## config.mk

```make
export PLATFORM = sky130hd
export DESIGN_NAME = lc3s_front
export DESIGN_NICKNAME = d
export VERILOG_FILES = /design/src/lc3s_pkg.sv /design/src/lc3s_front.sv
export SDC_FILE = /design/constraint.sdc
export NUM_CORES = 1
export LEC_CHECK = 0
export ABC_AREA = 1
export BUFFER_PORTS_ARGS = -buffer_cell sky130_fd_sc_hd__buf_2
export CORE_MARGIN = 1
export CORE_UTILIZATION = 56
export DETAILED_ROUTE_END_ITERATION = 8
export HOLD_SLACK_MARGIN = 0.08
export PLACE_DENSITY = 0.95
export SETUP_SLACK_MARGIN = 0.2
export SKIP_CTS_REPAIR_TIMING = 1
export SLEW_MARGIN = 20
export SYNTH_ARGS = -nofsm -noshare
export SYNTH_HDL_FRONTEND = slang
export SYNTH_SLANG_ARGS = --single-unit
```

## constraint.sdc

```tcl
create_clock -name clk -period 7.9 [get_ports clk]
set_clock_uncertainty 0.05 [all_clocks]
set_input_delay 1.185 -clock clk [delete_from_list [all_inputs] [get_ports clk]]
set_output_delay 1.185 -clock clk [all_outputs]
set_load 0.005 [all_outputs]
```

## src/lc3s_pkg.sv

```systemverilog
// Shared types and constants for the LC-3 instruction step core.
// Used by lc3s_front, lc3s_back and lc3_instruction_step.
`timescale 1ns / 1ps

package lc3s_pkg;

  localparam int MEM_WORDS = 65536;
  localparam int MEM_AW    = (MEM_WORDS > 1) ? $clog2(MEM_WORDS) : 1;

  localparam logic [15:0] KBSR_ADDR = 16'hFE00;
  localparam logic [15:0] KBDR_ADDR = 16'hFE02;
  localparam logic [15:0] PC_RESET  = 16'h3000;

  localparam logic [2:0] FLAG_P = 3'd1;
  localparam logic [2:0] FLAG_Z = 3'd2;
  localparam logic [2:0] FLAG_N = 3'd4;

  // item kinds, straight from the op field
  localparam logic [1:0] KIND_LOAD    = 2'd0;
  localparam logic [1:0] KIND_RESTART = 2'd1;
  localparam logic [1:0] KIND_EXEC    = 2'd2;
  localparam logic [1:0] KIND_NOP     = 2'd3;

  // result status codes
  localparam logic [1:0] ST_OK      = 2'd0;
  localparam logic [1:0] ST_HALT    = 2'd1;
  localparam logic [1:0] ST_ILLEGAL = 2'd2;
  localparam logic [1:0] ST_IGNORED = 2'd3;

  // opcodes
  localparam logic [3:0] OPC_BR   = 4'h0;
  localparam logic [3:0] OPC_ADD  = 4'h1;
  localparam logic [3:0] OPC_LD   = 4'h2;
  localparam logic [3:0] OPC_ST   = 4'h3;
  localparam logic [3:0] OPC_JSR  = 4'h4;
  localparam logic [3:0] OPC_AND  = 4'h5;
  localparam logic [3:0] OPC_LDR  = 4'h6;
  localparam logic [3:0] OPC_STR  = 4'h7;
  localparam logic [3:0] OPC_NOT  = 4'h9;
  localparam logic [3:0] OPC_LDI  = 4'hA;
  localparam logic [3:0] OPC_STI  = 4'hB;
  localparam logic [3:0] OPC_JMP  = 4'hC;
  localparam logic [3:0] OPC_LEA  = 4'hE;
  localparam logic [3:0] OPC_TRAP = 4'hF;

  // built-in trap vectors
  localparam logic [7:0] VEC_GETC = 8'h20;
  localparam logic [7:0] VEC_OUT  = 8'h21;
  localparam logic [7:0] VEC_IN   = 8'h23;
  localparam logic [7:0] VEC_HALT = 8'h25;

  typedef struct packed {
    logic [1:0]  kind;
    logic [15:0] load_address;
    logic [15:0] load_data;
    logic        key_ready;
    logic [7:0]  key_char;
  } item_t;

  typedef struct packed {
    logic [1:0]  status;
    logic        char_valid;
    logic [7:0]  char_out;
    logic        trap_taken;
    logic [7:0]  trap_code;
    logic [15:0] r0_value;
    logic [15:0] next_pc;
  } result_t;

  function automatic logic [2:0] flags_of(input logic [15:0] v);
    if (v == 16'd0) begin
      return FLAG_Z;
    end else if (v[15]) begin
      return FLAG_N;
    end else begin
      return FLAG_P;
    end
  endfunction

endpackage

```

## src/lc3s_front.sv

```systemverilog
// Front end: accepts stream transfers, classifies them and holds them
// in a two-entry queue for the back end. Depends on lc3s_pkg.
`timescale 1ns / 1ps

module lc3s_front (
  input  logic           clk,
  input  logic           rst,
  input  logic           in_valid,
  output logic           in_ready,
  input  logic [1:0]     in_op,
  input  logic [15:0]    in_load_address,
  input  logic [15:0]    in_load_data,
  input  logic           in_key_ready,
  input  logic [7:0]     in_key_char,
  output logic           q_valid,
  output lc3s_pkg::item_t q_item,
  input  logic           q_pop
);
  import lc3s_pkg::*;

  item_t       q [2];
  logic        wptr;
  logic        rptr;
  logic [1:0]  count;
  logic        push;
  logic        pop;
  item_t       item_in;

  assign in_ready = (count != 2'd2);
  assign push     = in_valid && in_ready;
  assign q_valid  = (count != 2'd0);
  assign pop      = q_pop && q_valid;
  assign q_item   = q[rptr];

  always_comb begin
    item_in.kind = in_op;
    case (in_op)
      KIND_LOAD:    item_in.kind = KIND_LOAD;
      KIND_RESTART: item_in.kind = KIND_RESTART;
      KIND_EXEC:    item_in.kind = KIND_EXEC;
      default:      item_in.kind = KIND_NOP;
    endcase
    item_in.load_address = in_load_address;
    item_in.load_data    = in_load_data;
    item_in.key_ready    = in_key_ready;
    item_in.key_char     = in_key_char;
  end

  always_ff @(posedge clk) begin
    if (push) begin
      q[wptr] <= item_in;
    end
  end

  always_ff @(posedge clk) begin
    if (rst) begin
      wptr  <= 1'b0;
      rptr  <= 1'b0;
      count <= 2'd0;
    end else begin
      if (push) begin
        wptr <= ~wptr;
      end
      if (pop) begin
        rptr <= ~rptr;
      end
      case ({push, pop})
        2'b10:   count <= count + 2'd1;
        2'b01:   count <= count - 2'd1;
        default: count <= count;
      endcase
    end
  end

endmodule

```

# == Yosys cells after proc, flatten, opt, wreduce, memory -nomap -nowiden ==
# Memories as Yosys holds them, arrays and structs flattened. A register that Yosys moved wholly into a read port is not among the register bits.
# Index checks and enable logic that the tools add are counted.
# op_classes
n_eq_ne,5
n_reduce_logical,5
n_mux,6
bitwise_logic,2
add_sub_neg,2
# op_table
op,count
2-bit case mux with 3 select lines,1
2-bit by 1-bit == test with 1-bit output (second input constant),2
2-bit == test (second input constant),2
1-bit two-way mux,4
2-bit case mux with 2 select lines,1
2-bit nonzero test,2
2-bit by 1-bit adder with 2-bit output (second input constant),1
1-bit logical AND,2
2-bit logical NOT,1
2-bit inequality test (second input constant),1
1-bit inverter,2
2-bit by 1-bit subtractor with 2-bit output (second input constant),1
# totals
output_inout_bits,45
register_bits,4
mem_count,1
ramBits,86
# memory_table
name,words,width,read_ports,rd_clocked_by_memory_dff,wr,line,source
q,2,43,1,1,1,lc3s_front.sv:21,item_t q [2];

# == Depth between registers and ports, before layout ==
# Gate-level depths: netlist of the first run.
# logic_depth
depth_word,4
ltp_mapped,10
mapped_depth_nobuf,10

# == Worst setup path before layout of the first run ==
# OpenSTA, ideal clock, no wires.
# synth_path
kind,input port to flip-flop
from,input in_valid
to,memory q[0][0] (netlist bit) (enable)
slack_ns,4.317
arrival_time_ns,3.090
required_ns,7.407
path_stages,2
path_cell_list,nand2_1 -> nor2_1
# synth_via
elab_chain_len,3
# synth_lines
item,line,source
start: declaration,lc3s_front.sv:8,"input logic in_valid,"
1-bit logical AND,lc3s_front.sv:30,assign push = in_valid && in_ready;
1-bit two-way mux,lc3s_front.sv:50,if (push) begin
1-bit two-way mux (implied by the code),lc3s_front.sv:51,q[wptr] <= item_in;
end: declaration,lc3s_front.sv:21,
# Every way passes these cells.

==> run summary, run 1 <==
setup violators final -> 0
CTS H-tree lvls -> 3
post-synthesis cell count -> 174
die height -> 81.7 um
fillers -> 413
clock-pin slew on the worst setup and hold paths -> 80 ps
status -> finished clean
CP max-delay cell -> dfxtp_2
fraction of layout cells with a size suffix above 1 -> 0.556
Min Clock Period, post-route -> 3360 ps
CTS Buf Count -> 9
Final Hold Fails -> 0
Int Pwr -> 868 uW
GR Overflow Total -> 0
gpl congestion -> 0.620
clock tree sinks -> 91
post-route ant nets -> 0
GRT Overall Usage -> 0.168
Area contributors post-synth -> edfxtp_1 73%, mux2_4 17%, dfxtp_1 2.8%
area of the multi-input gates -> 761 um2
antenna violations before repair -> 0
dpl cell area -> 0.00407 mm2
top-area cell type share of the netlist area -> 0.726
Leak Pwr -> 1.71 nW
FMAX -> 297 MHz
register bit total from synthesis -> 91
TritonCTS clock tree -> done
worst vdd ir -> 0.184 mV
sequential power share -> 0.540
I/O Buffers -> 91
post-synthesis cell area -> 0.00356 mm2
DPL Wire Length -> 3.83 mm
largest net degree at the start of global routing -> 26
Fin Hold WS -> 450 ps
vias -> 1741
# nets final -> 320
initial drt markers -> 88
cell area after layout -> 0.00425 mm2
max_slew headroom -> 0.522
number of diodes -> 0
DR WL/cell -> 15.3 um
final core utilization -> 0.705
DRC -> 0
initial core utilization -> 0.590
sequential share of the synthesized area -> 0.754
final worst slack -> 4540 ps
Setup Crit Path Kind -> flop to output port
Clk network pwr share -> 0.254
Synth warnings -> 0
Skew-Pair Late Insertion Delay -> 340 ps
pre-CTS setup slack -> 4880 ps
Final period util -> 0.426
Startpoint Class -> flop
worst path required time -> 6660 ps
max-slew violation count -> 0
routed vias/inst -> 4.95
Die ar. -> 0.00667 mm2
Root Buffer -> clkbuf_8
core area -> 0.00603 mm2
IO Count -> 92
CP endpoint kind -> output port
Synth area leader -> edfxtp_1
hold path depth -> 2
first-pass GRT wire length -> 7.88 mm
switching pwr -> 275 uW
RSZ-0062 raised after global routing -> false
crit-path cells -> buf_4 -> mux2_2 -> buf_2
register area -> 0.00268 mm2
# rows -> 28
reg2reg path depth -> 5
logic gate share of total power -> 0.207
PD cells -> 269 mW/mm2
worst-margin pin slew -> 715 ps
switching share of power -> 0.241
post-synthesis cell type count -> 14
setup_tns -> 0 ps
post-synthesis net count -> 222
vias in the first global route -> 1708
critical-path maximum fanout -> 24
Die X -> 81.7 um
wirelength, routed -> 5.37 mm
Area Growth Syn to Fin -> 19.5%
number of detailed-route iterations in the first pass -> 4
Min-Delay Path Class -> flop to flop
CP arrival -> 2130 ps
Max Cap Viol -> 0
Clock Path Buffers -> 2
CP max stage delay -> 760 ps
Syn Area/Cell -> 20.4 um2
==> synthesized netlist by cell type, drive strengths merged <==
library cell   n
edfxtp        86
mux2          43
nor2          10
inv            8
nand2          8
buf            5
dfxtp          5
o21ai          3
a21oi          2
clkbuf         2
ha             1
nand4          1
==> cells in the final DEF, fill, tap and decap left out, drive strengths merged <==
cell | synthesis | final
buf | 5 | 94
edfxtp | 86 | 86
mux2 | 43 | 43
clkbuf | 2 | 10
nor2 | 10 | 10
inv | 8 | 8
nand2 | 8 | 8
dfxtp | 5 | 5
clkinv | 0 | 4
o21ai | 3 | 3
a21oi | 2 | 2
nand4 | 1 | 1
ha | 1 | 1
clkinvlp | 0 | 1
bufinv | 0 | 1
==> cell families after synthesis <==
family                     synth area share
DFF                                   0.754
buffers and inverters                0.0362
muxes                                 0.178
and+or+nand+nor                      0.0208
adders and majority gates           0.00352
AOI/OAI and AO/OA                   0.00703
==> sequential cells by signal, indices dropped and copies added (netlist names), named ones only <==
name   flops
wptr       1
q         86
count      2
rptr       1
==> area by class of cell <==
type                    count  share of cell area
well taps                  75              0.0221
flip-flops and latches     91               0.631
clock buffers              10              0.0300
multi-input cells          68               0.179
inverters                   8             0.00707
clock inverters             6              0.0132
repair buffers             94               0.117
==> path summary, 6_finish.rpt <==
| kind | start | endpoint | slack [ps] |
|---|---|---|---|
| max | flop | q_item[40] | 4540 |
| min | rptr | flop | 450 |
| max reg2reg | count[0] | q[1][25] | 5860 |
| min reg2reg | rptr | flop | 450 |
==> metrics by stage <==
step	power, mW	instances
floorplan	0.793	174
global placement	0.851	335
detailed placement	0.869	336
CTS	1.16	352
global route	1.20	352
finish	1.14	352
==> critical path, delay by kind of cell (launching register included) <==
| kind | cells | cell delay [ps] |
|---|---|---|
| DFF | 1 | 760 |
| muxes | 1 | 390 |
| buffers and inverters | 2 | 620 |
==> layer usage <==
metal / wire length (um) / part of all wire / vias up / GRT usage
met4: 75 / 0.014 / 0 / 0.0895
met3: 257 / 0.048 / 7 / 0.0389
li1: - / - / 849 / -
met2: 2850 / 0.53 / 55 / 0.289
met5: 0 / 0 / - / 0
met1: 2190 / 0.41 / 830 / 0.196
==> power groups by stage <==
| stage | Sequential (mW) | Clock [mW] | Combinational, mW |
|---|---|---|---|
| 2_1_floorplan | 0.614 | 0 | 0.179 |
| 3_3_place_gp | 0.625 | 0 | 0.226 |
| 3_5_place_dp | 0.629 | 0 | 0.240 |
| 4_1_cts | 0.618 | 0.296 | 0.241 |
| 5_1_grt | 0.622 | 0.313 | 0.261 |
| 6_report | 0.617 | 0.290 | 0.236 |
Note: power is estimated with default switching activity, not from simulation.
==> inputs of run 2 (changes only) <==
CORE_UTILIZATION = 47   (was 56)
PLACE_DENSITY = 0.87   (was 0.95)
clock period = 2.9 ns   (was 7.9 ns; I/O delays follow)
==> run summary, run 2 (synthesis gave the netlist of run 1 again) <==
critical-path maximum fanout -> 43 (+79%)
Skew-Pair Late Insertion Delay -> 340 ps (about the same)
commonest non-fill, non-tap cells in the layout -> 91 x buf_2, 86 x edfxtp_1, 40 x mux2_4
Setup Crit Path Kind -> flop to output port
Critical path buffers and inverters -> 2 (unchanged)
CP arrival -> 1510 ps (-620 ps)
FMAX -> 501 MHz
CP max stage delay -> 380 ps (-380 ps)
clock-pin slew on the worst setup and hold paths -> 90 ps (about the same)
number of detailed-route iterations in the first pass -> 4 (unchanged)
DRC -> 0 (unchanged)
DPL Wire Length -> 3.59 mm (-6.3%)
Leak Pwr -> 1.69 nW (-0.70%)
vias in the first global route -> 1645 (-3.7%)
Final Hold Fails -> 0 (unchanged)
post-route ant nets -> 0 (unchanged)
# nets final -> 322 (+0.63%)
first-pass GRT wire length -> 7.60 mm (-3.5%)
hold path startpoint -> in_load_data[4]
CTS H-tree lvls -> 3 (unchanged)
Min-Delay Path Class -> input pin to flop
Min Clock Period, post-route -> 2000 ps
DR WL/cell -> 14.2 um (-6.9%)
number of diodes -> 0 (unchanged)
IO Count -> 92 (unchanged)
final worst slack -> 904 ps (-3630 ps)
Clock Path Buffers -> 2 (unchanged)
worst-margin pin slew -> 319 ps (-396 ps)
fillers -> 579 (+40%)
clock tree sinks -> 91 (unchanged)
status -> finished clean
PD cells -> 709 mW/mm2 (+160%)
Root Buffer -> clkbuf_8
Final period util -> 0.688
worst path required time -> 2410 ps (-4250 ps)
core area -> 0.00729 mm2 (+21%)
vias -> 1755 (+0.80%)
top flop regs -> q: 86 flops, count: 2 flops
max_slew headroom -> 0.787 (+0.265)
die height -> 89.0 um (+8.9%)
setup_tns -> 0 ps (unchanged)
Area Growth Syn to Fin -> 19.8%
max reg flops -> 86 (unchanged)
initial drt markers -> 62 (-30%)
setup violators final -> 0 (unchanged)
CP top delay family -> buffers and inverters
initial core utilization -> 0.488 (-0.103)
Startpoint Class -> flop
Max Cap Viol -> 0 (unchanged)
CP max-delay cell -> mux2_2
final core utilization -> 0.585 (-0.121)
pre-CTS setup slack -> 1190 ps (-3690 ps)
CTS Buf Count -> 9 (unchanged)
gpl congestion -> 0.613 (-1.0%)
RSZ-0062 raised after global routing -> false
fraction of layout cells with a size suffix above 1 -> 0.552 (-0.00399)
RR Startpoint -> count[0]
routed vias/inst -> 4.64 (-6.1%)
TritonCTS clock tree -> done
largest net degree at the start of global routing -> 44 (+69%)
commonest non-fill, non-tap cell in the layout -> buf_2
worst vdd ir -> 0.363 mV (+97%)
wirelength, routed -> 5.37 mm (about the same)
# rows -> 31 (+11%)
antenna violations before repair -> 0 (unchanged)
Die ar. -> 0.00792 mm2 (+19%)
max-slew violation count -> 0 (unchanged)
most flop-heavy register -> q
Die X -> 89.0 um (+8.9%)
crit-path cells -> buf_12 -> mux2_2 -> buf_2
GR Overflow Total -> 0 (unchanged)
CP endpoint kind -> output port
I/O Buffers -> 91 (unchanged)
GRT Overall Usage -> 0.137 (-0.0314)
[run 2: cell count changes in the layout (fill, tap and decap cells not counted), sizes merged]
cell	change
clkinvlp	+1
clkinv	+1
clkbuf	-1
bufinv	-1
buf	+2
[run 2: path summary, 6_finish.rpt]
kind               endpoint  slack [ps]  depth (start not counted)
hold / removal     q[1][13]         220                          1
setup / recovery  q_item[0]         900                          3
setup reg to reg   q[0][14]        1190                          5
hold reg to reg        rptr         480                          2
[run 2: routing by layer]
metal	vias up	routed length, um	GRT usage
met4	0	68	0.0519
met1	840	2200	0.154
met5	-	0	0
met2	57	2750	0.229
met3	7	354	0.0637
li1	851	-	-
[run 2: worst register-to-register path, cell delays in order (launching register included)]
cell	delay, ps
dfxtp_1	350
inv_1	90
nand2_1	110
nand2_1	170
nor2_4	290
buf_4	340
[run 2: final cells by class]
cell class	count	area [um2]	share of cell area
inverters	8	30.0	0.00704
clock inverters	7	35.0	0.00822
repair buffers	96	505	0.119
flip-flops and latches	91	2680	0.630
clock buffers	9	124	0.0291
multi-input cells	68	761	0.178
well taps	99	124	0.0291
[run 2: stage by stage]
step                      power, mW  cell area (um2)  std cells  hold slack (ps)
after global placement         2.34             4100        362              428
after detailed placement       2.37             4100        362              473
final                          3.02             4260        378              223
after CTS                      3.06             4260        378              202
after global routing           3.18             4260        378              196
after floorplan                2.16             3560        174              415
[run 2: power breakdown]
group	switching (mW)	internal, mW
Sequential	0.0426	1.60
Combinational	0.307	0.369
Clock	0.401	0.298
Total	0.751	2.27
==> inputs of run 3 (changes only) <==
CORE_UTILIZATION = 52   (was 47)
PLACE_DENSITY = 0.91   (was 0.87)
clock period = 1.96 ns   (was 2.9 ns; I/O delays follow)
==> run summary, run 3 (synthesis gave the netlist of run 1 again) <==
number of diodes -> 0 (unchanged)
initial core utilization -> 0.551 (+0.0629)
failing checks -> design-rule violations
Min-Delay Path Class -> input pin to flop
dpl cell area -> 0.00409 mm2 (-0.37%)
most flop-heavy register -> q
Max Cap Viol -> 0 (unchanged)
CP top delay family -> flip-flops
Setup Crit Path Kind -> flop to output port
clock-pin slew on the worst setup and hold paths -> 80 ps (about the same)
worst vdd ir -> 0.811 mV (+120%)
# rows -> 29 (-6.5%)
wirelength, routed -> 5.89 mm (+9.8%)
max_slew headroom -> 0.773 (-0.0137)
setup violators final -> 0 (unchanged)
core area -> 0.00646 mm2 (-11%)
critical-path maximum fanout -> 16 (-63%)
# nets final -> 349 (+8.4%)
top flop regs -> q: 86 flops, count: 2 flops
Startpoint Class -> flop
routed wl met3 -> 325 um (-8.2%)
setup_tns -> 0 ps (unchanged)
IO Count -> 92 (unchanged)
max-slew violation count -> 0 (unchanged)
vias -> 1910 (+8.8%)
Root Buffer -> clkbuf_8
uppermost layer routed -> met4
CTS Buf Count -> 9 (unchanged)
Critical path buffers and inverters -> 2 (unchanged)
antenna violations before repair -> 0 (unchanged)
DR WL/cell -> 15.4 um (+8.7%)
FMAX -> 574 MHz
Leak Pwr -> 1.86 nW (+9.6%)
register area -> 0.00269 mm2 (about the same)
RSZ-0062 raised after global routing -> true
Area Growth Syn to Fin -> 29.4%
crit-path cells -> buf_12 -> mux2_2 -> buf_2
largest net degree at the start of global routing -> 33 (-25%)
first-pass GRT wire length -> 8.43 mm (+11%)
CP max-delay cell -> dfxtp_4
Skew-Pair Late Insertion Delay -> 340 ps (about the same)
DPL Wire Length -> 3.75 mm (+4.5%)
TritonCTS clock tree -> done
WL met2 -> 3.12 mm (+13%)
worst path required time -> 1620 ps (-790 ps)
CTS H-tree lvls -> 3 (unchanged)
die height -> 84.7 um (-4.8%)
vias in the first global route -> 1843 (+12%)
Final period util -> 0.888
Design Power -> 4.97 mW (+64%)
post-route ant nets -> 0 (unchanged)
Die ar. -> 0.00718 mm2 (-9.4%)
met1 wire length -> 2.33 mm (+6.0%)
CP max stage delay -> 400 ps (+20 ps)
Die X -> 84.7 um (-4.8%)
PD cells -> 1080 mW/mm2 (+52%)
CP arrival -> 1400 ps (-110 ps)
fraction of layout cells with a size suffix above 1 -> 0.521 (-0.0307)
clock tree sinks -> 91 (unchanged)
final core utilization -> 0.713 (+0.128)
gpl congestion -> 0.633 (+3.2%)
status -> complete, but fails checks
GRT Overall Usage -> 0.161 (+0.0238)
Clock Path Buffers -> 2 (unchanged)
I/O Buffers -> 91 (unchanged)
Final Hold Fails -> 0 (unchanged)
number of detailed-route iterations in the first pass -> 8 (+4)
area of the multi-input gates -> 766 um2 (+0.66%)
GR Overflow Total -> 0 (unchanged)
cell area after layout -> 0.00460 mm2 (+8.0%)
CP endpoint kind -> output port
worst-margin pin slew -> 340 ps (+20.6 ps)
initial drt markers -> 101 (+63%)
fillers -> 427 (-26%)
Min Clock Period, post-route -> 1740 ps
routed vias/inst -> 5.00 (+7.7%)
DRC -> 6 (+6)
max reg flops -> 86 (unchanged)
commonest non-fill, non-tap cell in the layout -> buf_2
commonest non-fill, non-tap cells in the layout -> 91 x buf_2, 86 x edfxtp_1, 40 x mux2_4
run 3: cell count changes in the layout (fill, tap and decap cells not counted), sizes merged:
cell	change
clkbuf	+2
buf	+1
bufinv	+3
dlygate4sd3	+25
clkinvlp	-2
clkinv	-3
run 3: area by class of cell:
cell class,instances,share of cell area
clock buffer,10,0.0277
clock inverter,5,0.0223
inverter,8,0.00652
multi-input combinational,68,0.166
sequential,91,0.583
tap,77,0.0209
timing repair buffer,123,0.173
run 3: power breakdown:
group	internal (mW)	switching, mW
clock	0.839	0.590
combinational	0.612	0.480
sequential	2.38	0.0729
run 3: through the flow:
| step | hold WS, ps | cells | setup slack, ps |
|---|---|---|---|
| after floorplan | 343 | 174 | 232 |
| after global placement | 427 | 341 | 538 |
| after detailed placement | 435 | 341 | 421 |
| after CTS | 65.8 | 356 | 143 |
| after global routing | 80.1 | 382 | 167 |
| final | 89.4 | 382 | 219 |
run 3: path summary, 6_finish.rpt:
kind,slack [ps],end,startpoint,depth (start not counted)
worst min register to register,470,rptr,rptr,2
worst max-delay path,220,q_item[0],flop,3
worst max register to register,380,count[1],count[0],10
worst min-delay path,90,q[0][12],in_load_data[3],1
run 3: routing by layer:
layer  up-vias  global-route usage
met4         0              0.0770
met2        69               0.288
met3        11              0.0501
li1        904                   -
met1       926               0.173
met5         -                   0
run 3: worst reg2reg max path: stages (launching register included):
cell	delay, ps
dfxtp_1	330
inv_1	130
nand2_1	100
nand2_1	100
inv_1	70
ha_1	310
inv_1	90
nand2_1	60
nor2_1	120
nor2_1	60
nor2_1	100
